==> src/design/lhm_pkg.sv <==
// ----------------------------------------------------------------------------
// Latency histogram monitor package
// Shared constants, types and helper functions of the histogram monitor.
// ----------------------------------------------------------------------------
package lhm_pkg;

   localparam int NUM_BINS    = 128;
   localparam int COUNT_WIDTH = 32;
   localparam int BIN_W       = $clog2(NUM_BINS);
   localparam int TS_W        = 64;
   localparam int OUT_W       = 32;
   localparam int BIN_INDEX_W = 7;
   localparam int CSR_ADDR_W  = 3;
   localparam int CSR_DATA_W  = 32;
   localparam int SHIFT_W     = 5;

   typedef enum logic [1:0] {
      CMD_SAMPLE   = 2'd0,
      CMD_READ_BIN = 2'd1,
      CMD_SUMMARY  = 2'd2,
      CMD_CLEAR    = 2'd3
   } command_type;

   typedef enum logic {
      CSR_RANGE_START    = 1'b0,
      CSR_BIN_STEP_SHIFT = 1'b1
   } csr_index_type;

   localparam logic [SHIFT_W-1:0] SHIFT_RESET = SHIFT_W'(3);
   localparam logic [TS_W-1:0]    S64_MAX     = 64'h7FFF_FFFF_FFFF_FFFF;
   localparam logic [TS_W-1:0]    S64_MIN     = 64'h8000_0000_0000_0000;

   typedef logic [COUNT_WIDTH-1:0] count_type;

   typedef struct packed {
      logic [31:0]        range_start;
      logic [SHIFT_W-1:0] bin_step_shift;
   } cfg_type;

   function automatic count_type sat_inc(input count_type c);
      return (c == '1) ? c : c + count_type'(1);
   endfunction

   function automatic logic [OUT_W-1:0] cap_out(input count_type c);
      logic [63:0] w;
      w = 64'(c);
      return (w > 64'h0000_0000_FFFF_FFFF) ? '1 : w[OUT_W-1:0];
   endfunction

endpackage

==> src/design/lhm_csr.sv <==
// ----------------------------------------------------------------------------
// Latency histogram monitor registers
// APB register file holding the range start and the bin step shift.
// ----------------------------------------------------------------------------
module lhm_csr import lhm_pkg::*; (
   input  logic                  clock,
   input  logic                  reset,
   input  logic                  psel,
   input  logic                  penable,
   input  logic                  pwrite,
   input  logic [CSR_ADDR_W-1:0] paddr,
   input  logic [CSR_DATA_W-1:0] pwdata,
   output logic [CSR_DATA_W-1:0] prdata,
   output logic                  pready,
   output cfg_type               cfg
);

   cfg_type       cfg_ff;
   logic          wr_en;
   csr_index_type index;

   assign index  = csr_index_type'(paddr[2]);
   assign wr_en  = psel && penable && pwrite;
   assign pready = 1'b1;
   assign cfg    = cfg_ff;

   always_ff @(posedge clock) begin
      if (reset) begin
         cfg_ff.range_start    <= '0;
         cfg_ff.bin_step_shift <= SHIFT_RESET;
      end else if (wr_en) begin
         unique case (index)
            CSR_RANGE_START:    cfg_ff.range_start    <= pwdata[31:0];
            CSR_BIN_STEP_SHIFT: cfg_ff.bin_step_shift <= pwdata[SHIFT_W-1:0];
            default:            cfg_ff <= cfg_ff;
         endcase
      end
   end

   always_comb begin
      unique case (index)
         CSR_RANGE_START:    prdata = CSR_DATA_W'(cfg_ff.range_start);
         CSR_BIN_STEP_SHIFT: prdata = CSR_DATA_W'(cfg_ff.bin_step_shift);
         default:            prdata = '0;
      endcase
   end

endmodule

==> config.mk <==
export PLATFORM = sky130hd
export DESIGN_NAME = lhm_csr
export DESIGN_NICKNAME = d
export VERILOG_FILES = /design/src/design/lhm_pkg.sv /design/src/design/lhm_csr.sv
export SDC_FILE = /design/constraint.sdc
export NUM_CORES = 1
export LEC_CHECK = 0
export ABC_AREA = 0
export BUFFER_PORTS_ARGS = -buffer_cell sky130_fd_sc_hd__buf_2
export CORE_ASPECT_RATIO = 0.8
export CORE_MARGIN = 1.5
export CORE_UTILIZATION = 25
export DETAILED_ROUTE_END_ITERATION = 8
export GPL_TIMING_DRIVEN = 0
export SLEW_MARGIN = 20
export SYNTH_ARGS = -nofsm -noshare
export SYNTH_HDL_FRONTEND = slang
export SYNTH_SLANG_ARGS = --single-unit
==> constraint.sdc <==
create_clock -name clock -period 3.04 [get_ports clock]
set_input_delay 0.608 -clock clock [delete_from_list [all_inputs] [get_ports clock]]
set_output_delay 0.608 -clock clock [all_outputs]
set_load 0.02 [all_outputs]
; ---- After elaboration in Yosys (flattened, before gate mapping)
; Index checks and enable logic that the tools add are counted.
; W data, S select, Z words.
[totals]
regBits = 37
word_cells = 8
[op_classes]
n_mux = 1
bitwise = 1
reduce_logical = 4
[ops]
columns = operator, count
row1 = $pmux W32 S2, 1
row2 = $reduce_and A2 Y1, 2
row3 = $logic_and A1 B1 Y1, 2
row4 = $not A1 Y1, 1

; ---- Logic depth before layout (Yosys ltp)
[logic_depth]
depth_word = 3
depth_mapped = 5
depth_no_buf = 2

; ---- Least setup slack after synthesis
; OpenSTA, ideal clock, no wires.
[synth_timing]
kind = input to output
from = input paddr[2]
to = output prdata[2]
t_arrival_ns = 1.277
t_required_ns = 2.432
path_slack_ns = 1.155
cell_stages = 3
path_buffers = 2
path_cell_list = buf_6 > buf_2 > mux2_2
[synth_between]
elab_chain_cells = 2
[synth_lines]
columns = item, line_no
row1 = start: declaration, lhm_csr.sv:11  ; input logic [CSR_ADDR_W-1:0] paddr,
row2 = $not A1 Y1, n/a
row3 = $pmux W32 S2 (*), lhm_csr.sv:41  ; unique case (index)
row4 = end: declaration, lhm_csr.sv:13  ; output logic [CSR_DATA_W-1:0] prdata,
; Mark *: on every way between the ends. The rest lies on a longest branch, timed or not.

; ---- Final worst setup path
; Same ends and word-level chain as after synthesis.

==> flow_summary.toml <==
[routing]
vias = 1655
drt-initial-drc-count = 47
viasPerCell = 4.00
ant_nets = 0
route.detailed.drc = 0
wirelength_mm = 4.99
dr.pass1.iters = 4
wl_per_cell_um = 12.0

[pwr]
ir_worst_vdd_uv = 164
p_int_mw = 0.770
p_total_mw = 1.03
p_per_area_nw_per_um2 = 387
p_sw_mw = 0.260
leakage_nw = 1.27
p_clk_frac = 0.370
pwr-share-comb = 0.142
p_seq_frac = 0.488
swShare = 0.252

[floorplanning]
num_io_pins = 110
core_area_sq_um = 7390
rows = 28
die-area_sq_um = 8150
start_util = 0.258
fp.dieH_um = 81.1
die_x_um = 101

[cells_and_area]
antennaDiodeCount = 0
stdcell_area_sq_um = 2660
largest_reg_flops = 37
area_growth_pct = 39.8
post-route-util = 0.360
seq_area_sq_um = 741
n_fill_cell = 775
multi_input_area_sq_um = 1050
nets = 348
drive_above_1_share = 0.405

[yosys]
synth_edf_count = 0
ys_types = 14
synthAdderAreaFrac = 0
yosysWarnings = 0
synthesis.area_sq_um = 1900
synth_top_area_share = 0.389
synthSimpleGateAreaFrac = 0.325
ys_ff_latch = 37
synth.most_common_cell = "nand2b_1"
synthMuxAreaShare = 0.224
yosys.area_share.xor_xnor = 0
synthCells = 196
synth.largest_area_cell = "dfxtp_1"
synth_top_family_by_area = "simple AND/OR/NAND/NOR gates"
ys_seq_area_frac = 0.389
synth_area_leaders = "dfxtp_1 (39%), nand2b_1 (22%), mux2i_1 (19%), nor2b_1 (8.9%), mux2_2 (3.0%)"
synth_common_cells = "nand2b_1 (67), dfxtp_1 (37), mux2i_1 (37)"
synth_ff_type = "dfxtp_1"
async_flop_share = 0
syn_nets = 236
synth_compound_area_frac = 0
avgSynthCellArea_sq_um = 9.72

[timing]
fin_crit_ns = 2.10
hold_violations = 0
slew_violations = 0
clock.fmax_mhz = 475
tns_ns = 0
setup_viol = 0
rsz0062_at_grt = "false"
skew_ns = 0
timing.final.crit_share = 0.692
timing.final.ws_setup_ns = 0.935

[global_route]
use_met1 = 0.162
use_met2 = 0.201
grt_most_used_layer = "met2"
antenna_found_initial = 0
grt_pass1_vias = 1523
met3_usage = 0.0396
grt_pass1_wl_mm = 7.68
track_usage = 0.125
grt_overflow = 0
grt_max_degree = 12

[place]
placement.io_buffers = 105
place_congestion = 0.662
place_area_sq_um = 2560
dp_slack_ns = 0.903
dpl.hpwl_mm = 3.72

[clocking]
cts.clk_slew.worst_paths_ns = 0.07
clockBufferDepth = 2
tritoncts = "yes"
cts_setup_buffers = 0
cts_made_buffers = 5
clock-sinks = 37
cts_resized = 0
clk_latency_ns = 0.28
h-tree-depth = 2
postCtsHoldBufs = 0
cts-root-buf = "clkbuf_8"

[critical_path]
critical_path_arrival_ns = 1.50
critPathRequiredTime_ns = 2.43
end_kind = "output port"
critical_path_class = "in -> out"
cp_max_fo = 10
start_kind = "primary input"

[hold_path]
hold_path_class = "reg -> reg"

[run_status]
outcome = "complete, no violations"

[run]
cap_violations = 0
## placed cells by master, fill, tap and decap left out
master / synthesis / layout
buf_2: 1 / 106
nand2b_1: 67 / 67
mux2i_1: 37 / 37
dfxtp_1: 37 / 37
nor2b_1: 27 / 27
clkbuf_1: 9 / 9
clkbuf_8: 0 / 7
mux2_2: 5 / 5
nor2_1: 4 / 4
buf_8: 3 / 3
buf_6: 2 / 2
and4b_1: 1 / 1
nand4_1: 1 / 1
buf_4: 1 / 1
conb_1: 1 / 1
clkinv_2: 0 / 1
## layout make-up
cell class	count	share of cell area
buffer	16	0.0428
tap	105	0.0493
sequential	37	0.278
multi-input combinational	143	0.394
clock inverter	1	0.00188
clock buffer	7	0.0362
timing repair buffer	105	0.197
## worst max-delay path: stages
cell and delay, ns:
buf_6 0.11, buf_2 0.25, mux2_2 0.37, buf_2 0.16
## final timing paths
path	startpoint	to	slack (ns)	depth (start not counted)
worst min-delay path	cfg[29]	cfg[29]	0.48	2
worst min register to register	cfg[29]	cfg[29]	0.48	2
worst max-delay path	paddr[2]	prdata[2]	0.94	4
worst max register to register	cfg[1]	cfg[1]	2.40	2
## power by group through the flow
stage / Sequential (mW) / Clock (mW) / Combinational [mW]
floorplan: 0.526 / 0 / 0.0777
global placement: 0.513 / 0 / 0.150
detailed placement: 0.514 / 0 / 0.150
CTS: 0.503 / 0.403 / 0.151
global route: 0.504 / 0.422 / 0.163
finish: 0.503 / 0.381 / 0.147
## per-stage QoR
| step | instances | hold WS [ns] |
|---|---|---|
| 6_report | 414 | 0.477 |
| 5_1_grt | 414 | 0.499 |
| 4_1_cts | 414 | 0.483 |
| 3_5_place_dp | 406 | 0.468 |
| 3_3_place_gp | 406 | 0.466 |
| 2_1_floorplan | 196 | 0.554 |
## routing by layer
layer | share of wire | wire length, um
met1 | 0.46 | 2310
met5 | 0 | 0
met3 | 0.073 | 363
met2 | 0.46 | 2280
met4 | 0.0056 | 28
## cell families (layout without fill, tap and decap cells)
group	Yosys count	after routing
other	1	1
and+or+nand+nor	100	100
buffers and inverters	16	129
DFF	37	37
muxes	42	42
No activity file was read; power rests on OpenSTA's default activity.
