### config.mk
export PLATFORM = sky130hd
export DESIGN_NAME = lhm_ram
export DESIGN_NICKNAME = d
export VERILOG_FILES = /design/src/design/lhm_ram.sv
export SDC_FILE = /design/constraint.sdc
export NUM_CORES = 2
export LEC_CHECK = 0
export BUFFER_PORTS_ARGS = -buffer_cell sky130_fd_sc_hd__buf_2
export CAP_MARGIN = 20
export CORE_MARGIN = 5
export CORE_UTILIZATION = 35
export CTS_BUF_LIST = sky130_fd_sc_hd__clkbuf_16
export DETAILED_ROUTE_END_ITERATION = 12
export GPL_TIMING_DRIVEN = 1
export SLEW_MARGIN = 30
export SYNTH_ARGS = -nofsm -noshare
export SYNTH_HDL_FRONTEND = slang
export SYNTH_SLANG_ARGS = --single-unit
### constraint.sdc
create_clock -name clock -period 9 [get_ports clock]
set_clock_uncertainty 0.05 [all_clocks]
set_input_delay 0.45 -clock clock [delete_from_list [all_inputs] [get_ports clock]]
set_output_delay 0.45 -clock clock [all_outputs]
set_load 0.02 [all_outputs]
### src/design/lhm_ram.sv
// ----------------------------------------------------------------------------
// Generic RAM
// Single write port, single read port with registered read data.
// ----------------------------------------------------------------------------
module lhm_ram #(
   parameter int WIDTH = 32,
   parameter int DEPTH = 128
) (
   input  logic                     clock,
   input  logic                     wr_en,
   input  logic [$clog2(DEPTH)-1:0] wr_addr,
   input  logic [WIDTH-1:0]         wr_data,
   input  logic                     rd_en,
   input  logic [$clog2(DEPTH)-1:0] rd_addr,
   output logic [WIDTH-1:0]         rd_data
);

   logic [WIDTH-1:0] mem_ff [DEPTH];
   logic [WIDTH-1:0] rd_data_ff;

   always_ff @(posedge clock) begin
      if (wr_en) begin
         mem_ff[wr_addr] <= wr_data;
      end
      if (rd_en) begin
         rd_data_ff <= mem_ff[rd_addr];
      end
   end

   assign rd_data = rd_data_ff;

endmodule

== Word level (Yosys, flattened, before mapping) ==
Memory sizes are Yosys's and may differ from the RTL's. A register that Yosys moved wholly into a read port is not among the register bits.
Index checks and enable logic that the tools add are counted.
Cells by class
  muxes and demuxes: 2
Operators with widths (count)
  1-bit 2-to-1 mux: 2
Storage, ports and cells
  bits of input ports: 49
  flip-flop bits (word level): 0
  memory bits (writable): 4096
  output and inout bits: 32
  memories: 1
  logic and storage cells: 3
Memories
  mem_ff: words 128, bits a word 32, rd ports 1, clocked after memory_dff 1, write ports 1, RTL line 18  | logic [WIDTH-1:0] mem_ff [DEPTH];

== Longest topological paths before layout ==
  depth after elaboration: 2
  depth in mapped cells: 8
  mapped depth without buffers: 4

== Least setup slack after synthesis ==
No wires, ideal clock.
  path type: in2reg
  start point: in wr_en
  end point: mem mem_ff[98][0] (enable)
  library setup time: 461 ps
  data required time: 8489 ps
  stages on the path: 3
  path buffers: 1
  arrival time: 3228 ps
  slack: 5261 ps
  cells stage by stage: clkbuf_1 -> nand4_1 -> nor3_1
On the way
  longest elaborated chain between the ends: 2
Ends and longest elaborated chain
  start: declaration: RTL line 10  | input logic wr_en,
  1-bit 2-to-1 mux: RTL line 22  | if (wr_en) begin
  1-bit 2-to-1 mux (not written as such): RTL line 23  | mem_ff[wr_addr] <= wr_data;
  end: declaration: RTL line 18
Every way passes these cells.

==> parameters.txt <==
Parameter                              Value

Outcome
  Status ... completed

Detailed routing
  Via density per instance ... between 5 and 6
  Number of design rule violations left after detail routing ... 0
  Detailed-route wire length ... around 430 mm
  TritonRoute pass-1 iters ... 7
  Detailed-route wire length per cell ... 33.41 um
  Routed vias ... approximately 70k
  Violation count after the first detailed-routing iteration ... a little over 9k
  Count of nets left with antenna violations after detail routing ... 0

STA
  Worst slew slack as a fraction of its limit ... just under 30%
  Aggregate negative setup slack ... 0 ns
  Final number of hold-violating endpoints ... 0
  Final setup vio count ... 0
  RSZ-0062 raised after global routing ... false
  Fmax ... between 200 and 300 MHz
  Crit share post-route ... 43.11%
  Clock period minus final worst setup slack ... 3.880 ns
  Max Transition Viols Final ... 0
  Worst slack on hold paths ... just over 0.009 ns
  Slew at the pin with the worst max-slew slack ... between 1 and 1.5 ns

Critical path
  Cell count of the worst reg-to-reg path ... 4
  RR Startpoint ... mem_ff[108][1]$_DFFE_PP_
  Largest fanout of any net on the critical path ... 78
  Critical path class ... primary input to register
  Arrival time of the worst setup path ... around 4.6 ns
  CP Launch Type ... primary input
  Element type at the critical path end ... register
  Worst R2R Setup Slack ... just over 6 ns
  Data required, critical path ... 9.72 ns
  Endpoint of the lowest-slack register-to-register path ... rd_data[1]$_DFFE_PP_

Power and ir drop
  Sequential group share of total power ... a little over half
  Part of the power in the clock network ... 42.0%
  Combinational share of power ... around 5.1%
  Leakage power ... ~55 nW
  Net load switching power ... between 0.008 and 0.009 W
  Cell internal pwr ... between 0.03 and 0.04 W
  IR Drop Worst-Case VDD ... 0.1791 mV
  Pwr Density ... approximately 220 nW/um^2
  Share of total power consumed by net switching ... approximately a fifth

Yosys
  Number of distinct standard cells referenced by the synthesized netlist ... 16
  Post-synth top flop ... sky130_fd_sc_hd__edfxtp_1
  Post-synthesis sequential area ratio ... 79.16%
  Area share of the largest cell type after synthesis ... 79.16%
  Count of synthesis-stage warnings from yosys ... 0
  Count of flip-flops with a built-in enable after synthesis ... around 4.1k
  Top cell types by occurrence after synthesis ... sky130_fd_sc_hd__edfxtp_1, sky130_fd_sc_hd__mux4_2, sky130_fd_sc_hd__clkbuf_1
  Number of standard cells after synthesis ... 5990
  Net count of the mapped netlist ... 6039
  Dominant cell type by area after synthesis ... sky130_fd_sc_hd__edfxtp_1
  Post-synth design cell area ... around 160000 sq um
  Post-synthesis async set-or-reset flop share ... 0%
  Post-synthesis area per instance ... around 26 sq um
  Biggest area contributors in the synthesized netlist ... sky130_fd_sc_hd__edfxtp_1, sky130_fd_sc_hd__mux4_2, sky130_fd_sc_hd__clkbuf_1
  Dominant cell by count in the synthesized netlist ... sky130_fd_sc_hd__edfxtp_1
  FF+latch count, synth ... 4128

Clock tree
  Clock transition at path regs ... around 0.060 ns
  H-tree Lvls ... 5
  Clock Root Buffer ... sky130_fd_sc_hd__clkbuf_16
  Clock sink total ... about 4.1k
  Number of buffers added by the clock tree synthesis step ... between 400 and 500
  Number of buffers between clock root and the deepest sink ... 4
  Hold-fix buffers at CTS ... 24
  Postcts setup bufs ... 0
  Post_cts resized ... 0
  CTS tree ... yes
  Latest clock arrival within the worst-skew pair ... around 1.0 ns

Placed design
  Count of input and output buffers ... 80
  Instance count after placement with tap cells included ... 11.89k
  Hpwl dp ... approximately 230 mm
  DP Area ... between 150000 and 200000 sq um
  Placer Congestion ... 0.7875

Die
  Initial cell density of the core ... between 30% and 40%
  Chip width ... 678.9 um
  Height of the chip ... slightly below 700 um
  Count of standard-cell rows ... around 250
  Number of primary I/O pins ... 81
  Std-Cell Core Area ... between 400000 and 500000 sq um
  Area enclosed by the die boundary ... around 460000 sq um

Hold path
  Count of cells along the worst hold path ... 1
  HP Start ... wr_data[28]
  Class of the tightest hold or removal check ... primary input to register
  Min-Delay Endpoint ... mem_ff[85][28]$_DFFE_PP_

Global route
  Largest net degree at the start of global routing ... approximately 130
  Met1 track demand over resource in global routing ... 24.00%
  Met2 usage ... a little under a third
  Number of global-route vias before repair ... between 70k and 80k
  Congestion Overflow GR ... 0
  Global-route usage over all layers ... 18.13%
  Grt met3 use ... 3.083%
  Number of antenna violations at the first check in global routing ... 77
  Peak-usage layer in the global routing report ... met2
  First-pass GRT wire length ... 585.7 mm

Final layout
  Final core area utilization ... approximately 40%
  Synthesis-to-finish area growth ... 14.90%
  Area taken by flip-flops and latches ... 124000 sq um
  FILL cells ... 38.12k
  Multi-input gate area in the final layout ... ~32000 sq um
  Fraction of layout cells with a size suffix above 1 ... 35.25%
  Final instance count without filler cells ... 12.73k
  Post-Layout Inst Area ... 179900 sq um
  Final-stage net count ... between 6k and 7k

Job
  Max-cap violations ... 0
## through the flow
stage / power [W] / worst slack, ns
6_report: 0.04034 / 5.120
5_1_grt: 0.04155 / 4.906
4_1_cts: 0.04064 / 5.185
2_1_floorplan: 0.02272 / 5.261
3_5_place_dp: 0.02381 / 4.114
3_3_place_gp: 0.02377 / 4.131
## layer usage
metal,wire [um],share of wire (%)
met1,161000,38
met4,13560,3.2
met5,72,0.017
met2,216000,51
met3,34590,8.1
## power groups by stage
| stage | clock network (W) | logic, W | registers, W |
|---|---|---|---|
| global route | 0.0181 | 0.00215 | 0.0213 |
| CTS | 0.0172 | 0.00209 | 0.0213 |
| floorplan | 0 | 0.00102 | 0.0217 |
| finish | 0.0170 | 0.00206 | 0.0213 |
| global placement | 0 | 0.00204 | 0.0217 |
| detailed placement | 0 | 0.00208 | 0.0217 |
## worst max-delay path by stage
stage	start	end	slack, ns	depth (start not counted)
floorplan	wr_en	mem_ff[98][0]$_DFFE_PP_	5.26	3
global placement	rd_addr[0]	rd_data[27]$_DFFE_PP_	4.13	7
detailed placement	rd_addr[0]	rd_data[27]$_DFFE_PP_	4.11	7
CTS	rd_addr[0]	rd_data[27]$_DFFE_PP_	5.19	7
global route	rd_addr[0]	rd_data[27]$_DFFE_PP_	4.91	8
finish	rd_addr[0]	rd_data[27]$_DFFE_PP_	5.12	8
## layout by cell type, fill, tap and decap left out, types with 5 or more instances in the layout
master,instances
sky130_fd_sc_hd__nand2_1,11
sky130_fd_sc_hd__clkbuf_16,420
sky130_fd_sc_hd__diode_2,49
sky130_fd_sc_hd__nand3_1,7
sky130_fd_sc_hd__inv_1,83
sky130_fd_sc_hd__mux2_2,32
sky130_fd_sc_hd__clkinv_1,101
sky130_fd_sc_hd__nor3_2,9
sky130_fd_sc_hd__nor2b_1,7
sky130_fd_sc_hd__nor2_4,119
sky130_fd_sc_hd__buf_2,42
sky130_fd_sc_hd__buf_4,212
sky130_fd_sc_hd__inv_6,8
sky130_fd_sc_hd__mux4_2,1344
sky130_fd_sc_hd__clkinv_16,5
sky130_fd_sc_hd__clkinv_2,75
sky130_fd_sc_hd__dlygate4sd3_1,24
sky130_fd_sc_hd__edfxtp_1,4128
sky130_fd_sc_hd__bufinv_16,45
sky130_fd_sc_hd__clkinvlp_4,5
sky130_fd_sc_hd__buf_6,12
sky130_fd_sc_hd__clkinv_4,8
sky130_fd_sc_hd__buf_12,21
sky130_fd_sc_hd__clkinv_8,6
## state kept, by name, summed over array words and instances, names as in the netlist
name,cells
rd_data,32
mem_ff,4096
## critical path, cell delays in order
cell                     delay (ns)
sky130_fd_sc_hd__buf_12        0.25
sky130_fd_sc_hd__buf_16        0.38
sky130_fd_sc_hd__buf_12        0.56
sky130_fd_sc_hd__buf_4         0.59
sky130_fd_sc_hd__mux4_2        0.57
sky130_fd_sc_hd__mux4_2        0.55
sky130_fd_sc_hd__mux4_2        0.58
sky130_fd_sc_hd__mux2_2        0.30
## area by class of cell
cell class | instances | share of cell area [%]
Antenna cell | 49 | 0.06815
Tap cell | 5928 | 4.122
Clock inverter | 338 | 1.597
Timing Repair Buffer | 317 | 1.515
Multi-Input combinational cell | 1546 | 17.96
Clock buffer | 420 | 5.841
Sequential cell | 4128 | 68.89
## cells by family after synthesis
family | count (synthesis) | synth area share [%]
buf+inv | 316 | 0.8373
flops | 4128 | 79.16
mux | 1376 | 19.56
simple gates | 170 | 0.4450
Power figures use the tool's default switching activity.
